[src/dcm_pkg.sv]
// shared types, constants and micro-op tables for the attitude matrix integrator
`timescale 1ns / 1ps

package dcm_pkg;

    localparam int DCM_FRAC_BITS = 30;

    typedef struct packed {
        logic               cmd;
        logic signed [31:0] rate_x;
        logic signed [31:0] rate_y;
        logic signed [31:0] rate_z;
    } dcm_in_t;

    typedef struct packed {
        logic signed [31:0] m11;
        logic signed [31:0] m12;
        logic signed [31:0] m13;
        logic signed [31:0] m21;
        logic signed [31:0] m22;
        logic signed [31:0] m23;
        logic signed [31:0] m31;
        logic signed [31:0] m32;
        logic signed [31:0] m33;
    } dcm_out_t;

    typedef logic [4:0] dcm_src_t;

    // register file map
    localparam dcm_src_t SRC_M0   = 5'd0;
    localparam dcm_src_t SRC_M1   = 5'd1;
    localparam dcm_src_t SRC_M2   = 5'd2;
    localparam dcm_src_t SRC_M3   = 5'd3;
    localparam dcm_src_t SRC_M4   = 5'd4;
    localparam dcm_src_t SRC_M5   = 5'd5;
    localparam dcm_src_t SRC_M6   = 5'd6;
    localparam dcm_src_t SRC_M7   = 5'd7;
    localparam dcm_src_t SRC_M8   = 5'd8;
    localparam dcm_src_t SRC_A0   = 5'd9;
    localparam dcm_src_t SRC_A1   = 5'd10;
    localparam dcm_src_t SRC_A2   = 5'd11;
    localparam dcm_src_t SRC_B0   = 5'd12;
    localparam dcm_src_t SRC_B1   = 5'd13;
    localparam dcm_src_t SRC_B2   = 5'd14;
    localparam dcm_src_t SRC_ERR  = 5'd15;
    localparam dcm_src_t SRC_GX   = 5'd16;
    localparam dcm_src_t SRC_GY   = 5'd17;
    localparam dcm_src_t SRC_GZ   = 5'd18;
    localparam dcm_src_t SRC_ZERO = 5'd19;

    localparam int MAT_N = 9;
    localparam logic [1:0] LAST_ROW = 2'd2;

    // micro-op kinds
    localparam logic [3:0] UOP_LOAD  = 4'd0;
    localparam logic [3:0] UOP_MAC   = 4'd1;
    localparam logic [3:0] UOP_MSB   = 4'd2;
    localparam logic [3:0] UOP_WR    = 4'd3;
    localparam logic [3:0] UOP_WRH   = 4'd4;
    localparam logic [3:0] UOP_COPY  = 4'd5;
    localparam logic [3:0] UOP_SQCLR = 4'd6;
    localparam logic [3:0] UOP_SQ    = 4'd7;
    localparam logic [3:0] UOP_SQRT  = 4'd8;
    localparam logic [3:0] UOP_DIV   = 4'd9;
    localparam logic [3:0] UOP_END   = 4'd10;

    typedef struct packed {
        logic [3:0] kind;
        dcm_src_t   src_a;
        dcm_src_t   src_b;
        dcm_src_t   dst;
    } dcm_uop_t;

    typedef struct packed {
        dcm_uop_t uop;
        logic     load_in;
        logic     rd;
        logic     ex;
        logic     acc;
        logic     div_wr;
        logic     publish;
    } dcm_cmd_t;

    typedef struct packed {
        logic sqrt_done;
        logic div_done;
    } dcm_stat_t;

    function automatic dcm_uop_t mk(input logic [3:0] k, input dcm_src_t a,
                                    input dcm_src_t b, input dcm_src_t d);
        dcm_uop_t u;
        u.kind  = k;
        u.src_a = a;
        u.src_b = b;
        u.dst   = d;
        return u;
    endfunction

    function automatic logic signed [31:0] sat32(input logic signed [63:0] v);
        if (v > 64'sd2147483647) begin
            return 32'sh7fff_ffff;
        end else if (v < -64'sd2147483648) begin
            return 32'sh8000_0000;
        end else begin
            return v[31:0];
        end
    endfunction

    // rotation of one row, base element of the row picked by row
    function automatic dcm_uop_t rot_uop(input logic [1:0] row, input logic [3:0] step);
        dcm_src_t a;
        dcm_src_t b;
        dcm_src_t c;
        dcm_uop_t u;
        a = dcm_src_t'({row, 1'b0}) + dcm_src_t'(row);
        b = a + 5'd1;
        c = a + 5'd2;
        case (step)
            4'd0:    u = mk(UOP_LOAD, a, SRC_ZERO, SRC_ZERO);
            4'd1:    u = mk(UOP_MAC, b, SRC_GZ, SRC_ZERO);
            4'd2:    u = mk(UOP_MSB, c, SRC_GY, SRC_ZERO);
            4'd3:    u = mk(UOP_WR, SRC_ZERO, SRC_ZERO, SRC_A0);
            4'd4:    u = mk(UOP_LOAD, b, SRC_ZERO, SRC_ZERO);
            4'd5:    u = mk(UOP_MSB, a, SRC_GZ, SRC_ZERO);
            4'd6:    u = mk(UOP_MAC, c, SRC_GX, SRC_ZERO);
            4'd7:    u = mk(UOP_WR, SRC_ZERO, SRC_ZERO, SRC_A1);
            4'd8:    u = mk(UOP_LOAD, c, SRC_ZERO, SRC_ZERO);
            4'd9:    u = mk(UOP_MAC, a, SRC_GY, SRC_ZERO);
            4'd10:   u = mk(UOP_MSB, b, SRC_GX, SRC_ZERO);
            4'd11:   u = mk(UOP_WR, SRC_ZERO, SRC_ZERO, SRC_A2);
            4'd12:   u = mk(UOP_COPY, SRC_A0, SRC_ZERO, a);
            4'd13:   u = mk(UOP_COPY, SRC_A1, SRC_ZERO, b);
            4'd14:   u = mk(UOP_COPY, SRC_A2, SRC_ZERO, c);
            default: u = mk(UOP_END, SRC_ZERO, SRC_ZERO, SRC_ZERO);
        endcase
        return u;
    endfunction

    function automatic dcm_uop_t ren_uop(input logic [5:0] pc);
        dcm_uop_t u;
        case (pc)
            6'd0:    u = mk(UOP_LOAD, SRC_ZERO, SRC_ZERO, SRC_ZERO);
            6'd1:    u = mk(UOP_MAC, SRC_M0, SRC_M3, SRC_ZERO);
            6'd2:    u = mk(UOP_MAC, SRC_M1, SRC_M4, SRC_ZERO);
            6'd3:    u = mk(UOP_MAC, SRC_M2, SRC_M5, SRC_ZERO);
            6'd4:    u = mk(UOP_WRH, SRC_ZERO, SRC_ZERO, SRC_ERR);
            6'd5:    u = mk(UOP_LOAD, SRC_M0, SRC_ZERO, SRC_ZERO);
            6'd6:    u = mk(UOP_MSB, SRC_ERR, SRC_M3, SRC_ZERO);
            6'd7:    u = mk(UOP_WR, SRC_ZERO, SRC_ZERO, SRC_A0);
            6'd8:    u = mk(UOP_LOAD, SRC_M3, SRC_ZERO, SRC_ZERO);
            6'd9:    u = mk(UOP_MSB, SRC_ERR, SRC_M0, SRC_ZERO);
            6'd10:   u = mk(UOP_WR, SRC_ZERO, SRC_ZERO, SRC_B0);
            6'd11:   u = mk(UOP_LOAD, SRC_M1, SRC_ZERO, SRC_ZERO);
            6'd12:   u = mk(UOP_MSB, SRC_ERR, SRC_M4, SRC_ZERO);
            6'd13:   u = mk(UOP_WR, SRC_ZERO, SRC_ZERO, SRC_A1);
            6'd14:   u = mk(UOP_LOAD, SRC_M4, SRC_ZERO, SRC_ZERO);
            6'd15:   u = mk(UOP_MSB, SRC_ERR, SRC_M1, SRC_ZERO);
            6'd16:   u = mk(UOP_WR, SRC_ZERO, SRC_ZERO, SRC_B1);
            6'd17:   u = mk(UOP_LOAD, SRC_M2, SRC_ZERO, SRC_ZERO);
            6'd18:   u = mk(UOP_MSB, SRC_ERR, SRC_M5, SRC_ZERO);
            6'd19:   u = mk(UOP_WR, SRC_ZERO, SRC_ZERO, SRC_A2);
            6'd20:   u = mk(UOP_LOAD, SRC_M5, SRC_ZERO, SRC_ZERO);
            6'd21:   u = mk(UOP_MSB, SRC_ERR, SRC_M2, SRC_ZERO);
            6'd22:   u = mk(UOP_WR, SRC_ZERO, SRC_ZERO, SRC_B2);
            6'd23:   u = mk(UOP_SQCLR, SRC_ZERO, SRC_ZERO, SRC_ZERO);
            6'd24:   u = mk(UOP_SQ, SRC_A0, SRC_A0, SRC_ZERO);
            6'd25:   u = mk(UOP_SQ, SRC_A1, SRC_A1, SRC_ZERO);
            6'd26:   u = mk(UOP_SQ, SRC_A2, SRC_A2, SRC_ZERO);
            6'd27:   u = mk(UOP_SQRT, SRC_ZERO, SRC_ZERO, SRC_ZERO);
            6'd28:   u = mk(UOP_DIV, SRC_A0, SRC_ZERO, SRC_A0);
            6'd29:   u = mk(UOP_DIV, SRC_A1, SRC_ZERO, SRC_A1);
            6'd30:   u = mk(UOP_DIV, SRC_A2, SRC_ZERO, SRC_A2);
            6'd31:   u = mk(UOP_SQCLR, SRC_ZERO, SRC_ZERO, SRC_ZERO);
            6'd32:   u = mk(UOP_SQ, SRC_B0, SRC_B0, SRC_ZERO);
            6'd33:   u = mk(UOP_SQ, SRC_B1, SRC_B1, SRC_ZERO);
            6'd34:   u = mk(UOP_SQ, SRC_B2, SRC_B2, SRC_ZERO);
            6'd35:   u = mk(UOP_SQRT, SRC_ZERO, SRC_ZERO, SRC_ZERO);
            6'd36:   u = mk(UOP_DIV, SRC_B0, SRC_ZERO, SRC_B0);
            6'd37:   u = mk(UOP_DIV, SRC_B1, SRC_ZERO, SRC_B1);
            6'd38:   u = mk(UOP_DIV, SRC_B2, SRC_ZERO, SRC_B2);
            6'd39:   u = mk(UOP_LOAD, SRC_ZERO, SRC_ZERO, SRC_ZERO);
            6'd40:   u = mk(UOP_MAC, SRC_A1, SRC_B2, SRC_ZERO);
            6'd41:   u = mk(UOP_MSB, SRC_A2, SRC_B1, SRC_ZERO);
            6'd42:   u = mk(UOP_WR, SRC_ZERO, SRC_ZERO, SRC_M6);
            6'd43:   u = mk(UOP_LOAD, SRC_ZERO, SRC_ZERO, SRC_ZERO);
            6'd44:   u = mk(UOP_MAC, SRC_A2, SRC_B0, SRC_ZERO);
            6'd45:   u = mk(UOP_MSB, SRC_A0, SRC_B2, SRC_ZERO);
            6'd46:   u = mk(UOP_WR, SRC_ZERO, SRC_ZERO, SRC_M7);
            6'd47:   u = mk(UOP_LOAD, SRC_ZERO, SRC_ZERO, SRC_ZERO);
            6'd48:   u = mk(UOP_MAC, SRC_A0, SRC_B1, SRC_ZERO);
            6'd49:   u = mk(UOP_MSB, SRC_A1, SRC_B0, SRC_ZERO);
            6'd50:   u = mk(UOP_WR, SRC_ZERO, SRC_ZERO, SRC_M8);
            6'd51:   u = mk(UOP_COPY, SRC_A0, SRC_ZERO, SRC_M0);
            6'd52:   u = mk(UOP_COPY, SRC_A1, SRC_ZERO, SRC_M1);
            6'd53:   u = mk(UOP_COPY, SRC_A2, SRC_ZERO, SRC_M2);
            6'd54:   u = mk(UOP_COPY, SRC_B0, SRC_ZERO, SRC_M3);
            6'd55:   u = mk(UOP_COPY, SRC_B1, SRC_ZERO, SRC_M4);
            6'd56:   u = mk(UOP_COPY, SRC_B2, SRC_ZERO, SRC_M5);
            default: u = mk(UOP_END, SRC_ZERO, SRC_ZERO, SRC_ZERO);
        endcase
        return u;
    endfunction

endpackage

[src/dcm_ctrl.sv]
// sequencer that steps the rotate and renormalize micro-op programs
`timescale 1ns / 1ps

module dcm_ctrl import dcm_pkg::*; (
    input  logic      aclk,
    input  logic      aresetn,
    input  logic      s_valid,
    input  logic      in_cmd,
    output logic      s_ready,
    output logic      m_valid,
    input  logic      m_ready,
    input  dcm_stat_t stat,
    output dcm_cmd_t  cmd
);

    localparam logic [2:0] ST_IDLE = 3'd0;
    localparam logic [2:0] ST_READ = 3'd1;
    localparam logic [2:0] ST_EXEC = 3'd2;
    localparam logic [2:0] ST_ACC  = 3'd3;
    localparam logic [2:0] ST_WAIT = 3'd4;
    localparam logic [2:0] ST_DONE = 3'd5;

    logic [2:0] state_reg;
    logic [2:0] state_next;
    logic [5:0] pc_reg;
    logic [5:0] pc_next;
    logic [1:0] row_reg;
    logic [1:0] row_next;
    logic       prog_reg;
    logic       prog_next;
    logic       m_valid_reg;
    logic       m_valid_next;
    dcm_uop_t   uop;

    assign uop = prog_reg ? ren_uop(pc_reg) : rot_uop(row_reg, pc_reg[3:0]);

    always_comb begin
        state_next  = state_reg;
        pc_next     = pc_reg;
        row_next    = row_reg;
        prog_next   = prog_reg;
        s_ready     = 1'b0;
        cmd         = '0;
        cmd.uop     = uop;
        unique case (state_reg)
            ST_IDLE: begin
                s_ready = 1'b1;
                if (s_valid) begin
                    cmd.load_in = 1'b1;
                    prog_next   = in_cmd;
                    pc_next     = '0;
                    row_next    = '0;
                    state_next  = ST_READ;
                end
            end
            ST_READ: begin
                cmd.rd     = 1'b1;
                state_next = ST_EXEC;
            end
            ST_EXEC: begin
                cmd.ex = 1'b1;
                unique case (uop.kind) inside
                    UOP_MAC, UOP_MSB, UOP_SQ: state_next = ST_ACC;
                    UOP_SQRT, UOP_DIV:        state_next = ST_WAIT;
                    UOP_END: begin
                        if (!prog_reg && row_reg != LAST_ROW) begin
                            row_next   = row_reg + 2'd1;
                            pc_next    = '0;
                            state_next = ST_READ;
                        end else begin
                            state_next = ST_DONE;
                        end
                    end
                    default: begin
                        pc_next    = pc_reg + 6'd1;
                        state_next = ST_READ;
                    end
                endcase
            end
            ST_ACC: begin
                cmd.acc    = 1'b1;
                pc_next    = pc_reg + 6'd1;
                state_next = ST_READ;
            end
            ST_WAIT: begin
                if (uop.kind == UOP_DIV ? stat.div_done : stat.sqrt_done) begin
                    cmd.div_wr = (uop.kind == UOP_DIV);
                    pc_next    = pc_reg + 6'd1;
                    state_next = ST_READ;
                end
            end
            ST_DONE: begin
                if (!m_valid_reg || m_ready) begin
                    cmd.publish = 1'b1;
                    state_next  = ST_IDLE;
                end
            end
            default: state_next = ST_IDLE;
        endcase
    end

    always_comb begin
        m_valid_next = m_valid_reg;
        if (cmd.publish) begin
            m_valid_next = 1'b1;
        end else if (m_ready) begin
            m_valid_next = 1'b0;
        end
    end

    always_ff @(posedge aclk) begin
        if (!aresetn) begin
            state_reg   <= ST_IDLE;
            pc_reg      <= '0;
            row_reg     <= '0;
            prog_reg    <= 1'b0;
            m_valid_reg <= 1'b0;
        end else begin
            state_reg   <= state_next;
            pc_reg      <= pc_next;
            row_reg     <= row_next;
            prog_reg    <= prog_next;
            m_valid_reg <= m_valid_next;
        end
    end

    assign m_valid = m_valid_reg;

endmodule

[config.mk]
export PLATFORM = sky130hd
export DESIGN_NAME = dcm_ctrl
export DESIGN_NICKNAME = d
export VERILOG_FILES = /design/src/dcm_pkg.sv /design/src/dcm_ctrl.sv
export SDC_FILE = /design/constraint.sdc
export NUM_CORES = 1
export LEC_CHECK = 0
export BUFFER_PORTS_ARGS = -buffer_cell sky130_fd_sc_hd__buf_2
export CAP_MARGIN = 40
export CELL_PAD_IN_SITES_DETAIL_PLACEMENT = 0
export CELL_PAD_IN_SITES_GLOBAL_PLACEMENT = 1
export CORE_ASPECT_RATIO = 0.8
export CORE_MARGIN = 1.5
export CORE_UTILIZATION = 48
export CTS_CLUSTER_DIAMETER = 120
export DETAILED_ROUTE_END_ITERATION = 6
export HOLD_SLACK_MARGIN = 0.15
export PLACE_DENSITY_LB_ADDON = 0.2
export SLEW_MARGIN = 20
export SYNTH_ARGS = -nofsm -noshare
export SYNTH_HDL_FRONTEND = slang
export SYNTH_SLANG_ARGS = --single-unit
[constraint.sdc]
create_clock -name aclk -period 13.4 [get_ports aclk]
set_input_delay 1.34 -clock aclk [delete_from_list [all_inputs] [get_ports aclk]]
set_output_delay 1.34 -clock aclk [all_outputs]
set_load 0.05 [all_outputs]
==> impl_metrics.py <==
metrics = {
    "status": {
        "status": "finished clean",
    },
    "logic_synthesis": {
        "ys_ff_latch": 32,
        "yosysWarnings": 0,
        "syn_area_per_cell_um2": 7.04,
        "synth-edff-count": 0,
        "synth_cell_types": 85,
        "syn-num-nets": 541,
        "synth_flop_cell": "dfxtp_1",
        "async_flop_share_pct": 0,
        "synth_seq_area_share_pct": 17.6,
        "synthCells": 518,
        "netlist_area_mm2": 0.00365,
    },
    "layout": {
        "finish.net_count": 534,
        "syn2layout_area_growth_pct": 4.53,
        "n_antenna_cell": 0,
        "drive_gt1_share_pct": 14.6,
        "stdcell_count": 617,
        "design_area_mm2": 0.00381,
    },
    "global_route": {
        "antenna_found_initial": 0,
        "grt_use_total_pct": 28.6,
        "gr-total-overflow": 0,
        "first_global_vias": 3480,
        "grt_max_degree": 33,
        "grt_pass1_wl_um": 18400,
    },
    "clock_network": {
        "postCtsSetupBuffers": 0,
        "cts_max_level": 2,
        "cts_buffers": 5,
        "hold_buffers": 0,
        "cts.sinks": 32,
        "cts.repair.resized": 0,
        "clock_latency_ps": 290,
        "clockBufferDepth": 2,
        "tritoncts": "built",
        "root_buffer": "clkbuf_8",
        "clk_pin_slew_ps": 80,
    },
    "timing": {
        "rsz0062_at_grt": "no",
        "whs_ps": 568,
        "setup_violations": 0,
        "fin_crit_ps": 5570,
        "slew_violations": 0,
        "slew_headroom_pct": 33.6,
        "worst_pin_slew_ps": 996,
        "setup_tns_ps": 0,
        "max_freq_mhz": 180,
        "clock_skew_ps": 11.7,
        "hold_viol": 0,
        "finalCritPeriodShare_pct": 41.5,
    },
    "floorplanning": {
        "die_y_um": 81.0,
        "die_x_um": 100,
        "io_pins": 34,
        "start_util_pct": 49.4,
        "dieArea_mm2": 0.00814,
        "num_rows": 28,
        "core_area_mm2": 0.00739,
    },
    "flow_run": {
        "drv_cap": 0,
    },
    "place": {
        "port_buffers": 33,
        "placed_area_mm2": 0.00372,
        "place_congestion": 0.929,
        "dpl.hpwl_um": 8260,
        "dp.cells": 609,
    },
    "routing": {
        "drtIter0Drc": 593,
        "dr.pass1.iters": 5,
        "drt_wl_total_um": 11600,
        "wl_per_cell_um": 18.8,
        "ant_nets": 0,
        "post-route-drc-count": 0,
        "routed-via-count": 4066,
        "viasPerCell": 6.59,
    },
    "critical_path": {
        "worstPathMaxFanout": 20,
        "cp-startpoint": "pc_reg[0]",
        "ff2ff_path_depth": 19,
        "cp-start-kind": "flip-flop",
        "worstPathRequired_ps": 13530,
        "r2r_slack_ps": 7830,
        "arrival_ps": 5700,
        "end_kind": "flip-flop",
        "r2r-start": "pc_reg[0]",
        "worstSetupPathType": "flip-flop to flip-flop",
    },
    "power": {
        "p_total_mw": 0.298,
        "leakage_nw": 1.45,
        "power.density_mw_per_mm2": 78.0,
        "ir_worst_vdd_v": 0.0000469,
    },
    "hold_path": {
        "hold_path_class": "flip-flop to flip-flop",
        "hp-start": "row_reg[1]",
    },
}
-- critical path, cell delays in order, from the launching register on --
cell and delay, ps:
dfxtp_1 480, ha_1 670, or3_1 470, o21a_4 220, a21oi_4 70, o211ai_1 280, nand4_1 350, nor2_2 450
nor2_1 120, o21ai_1 650, inv_1 230, ha_1 330, nor2_1 100, nand2_1 60, mux2i_1 140, o21ai_0 80
o311ai_0 180, nor2_1 140, o311ai_1 290, o21ai_1 110
-- logic make-up (layout without fill, tap and decap cells) --
family,Yosys count,in the layout,synth area share (%)
compound gates,191,191,37.7
simple gates,189,189,25.5
buf+inv,76,70,9.74
flops,32,32,17.6
fa+ha+maj,16,16,5.49
mux,8,8,2.61
xor+xnor,6,6,1.44
-- through the flow --
| stage | util, % | worst slack [ps] |
|---|---|---|
| 2_1_floorplan | - | 8790 |
| 3_3_place_gp | 50.2 | 8070 |
| 3_5_place_dp | 50.3 | 8000 |
| 4_1_cts | 51.6 | 7960 |
| 5_1_grt | 51.6 | 7330 |
| 6_report | 51.6 | 7830 |
-- cells in the mapped netlist (all sizes together), types with 6 or more instances --
cell	n	area, µm²
nand2	62	235
nor2	50	203
o21ai	50	254
a21oi	36	195
dfxtp	32	641
clkbuf	27	101
buf	26	168
inv	23	86.3
nor3	19	106
ha	16	200
nand3	12	60.1
a31oi	10	77.6
a211oi	9	67.6
a221oi	8	70.1
a22oi	8	65.1
nand2b	8	50.1
and2	6	37.5
nor4	6	52.6
o21a	6	53.8
o22ai	6	37.5
o311ai	6	60.1
o31ai	6	58.8
o32ai	6	52.6
-- cells in the final DEF (no fill, tap or decap), types with 4 or more instances in the layout --
master,instances
buf_2,33
o31ai_1,5
a221oi_1,8
o211ai_1,4
and2_1,6
nand2_1,61
nor3_1,18
a22o_1,5
inv_2,4
ha_1,16
a211oi_1,9
o22ai_1,6
mux2i_1,5
nand3_1,12
o21a_1,4
nor2_1,46
xnor2_1,5
inv_1,19
buf_4,6
nor4_1,5
o21ai_1,10
a22oi_1,7
o21ai_0,39
o32ai_1,6
dfxtp_1,32
a21oi_1,34
and3_1,5
clkbuf_8,5
nand2b_1,8
a31oi_1,9
nor2b_1,5
-- report_power, final --
group	switching (mW)	internal [mW]	leakage [nW]
Sequential	0.00636	0.0991	0.259
Combinational	0.0820	0.0328	1.15
Clock	0.0404	0.0368	0.0404
-- worst min path at each step --
stage | to | slack [ps] | cells after the start
detailed placement | row_reg[1] | 570 | 2
global placement | row_reg[1] | 560 | 2
global route | row_reg[1] | 600 | 2
CTS | row_reg[1] | 580 | 2
finish | row_reg[1] | 570 | 2
floorplan | row_reg[1] | 530 | 2
-- metal layers --
layer  track usage (%)  wire, µm
met5                 0         0
met4              6.76       187
met3              7.31      1350
met2              43.1      4950
met1              40.7      5110
-- cell type report --
type,instances,area (µm²)
inverters,23,86.3
fillers,733,3580
well taps,105,131
flip-flops and latches,32,641
multi-input cells,410,2650
clock buffers,5,68.8
repair buffers,39,210
clock inverters,3,23.8
(Power assumes the default switching activity.)
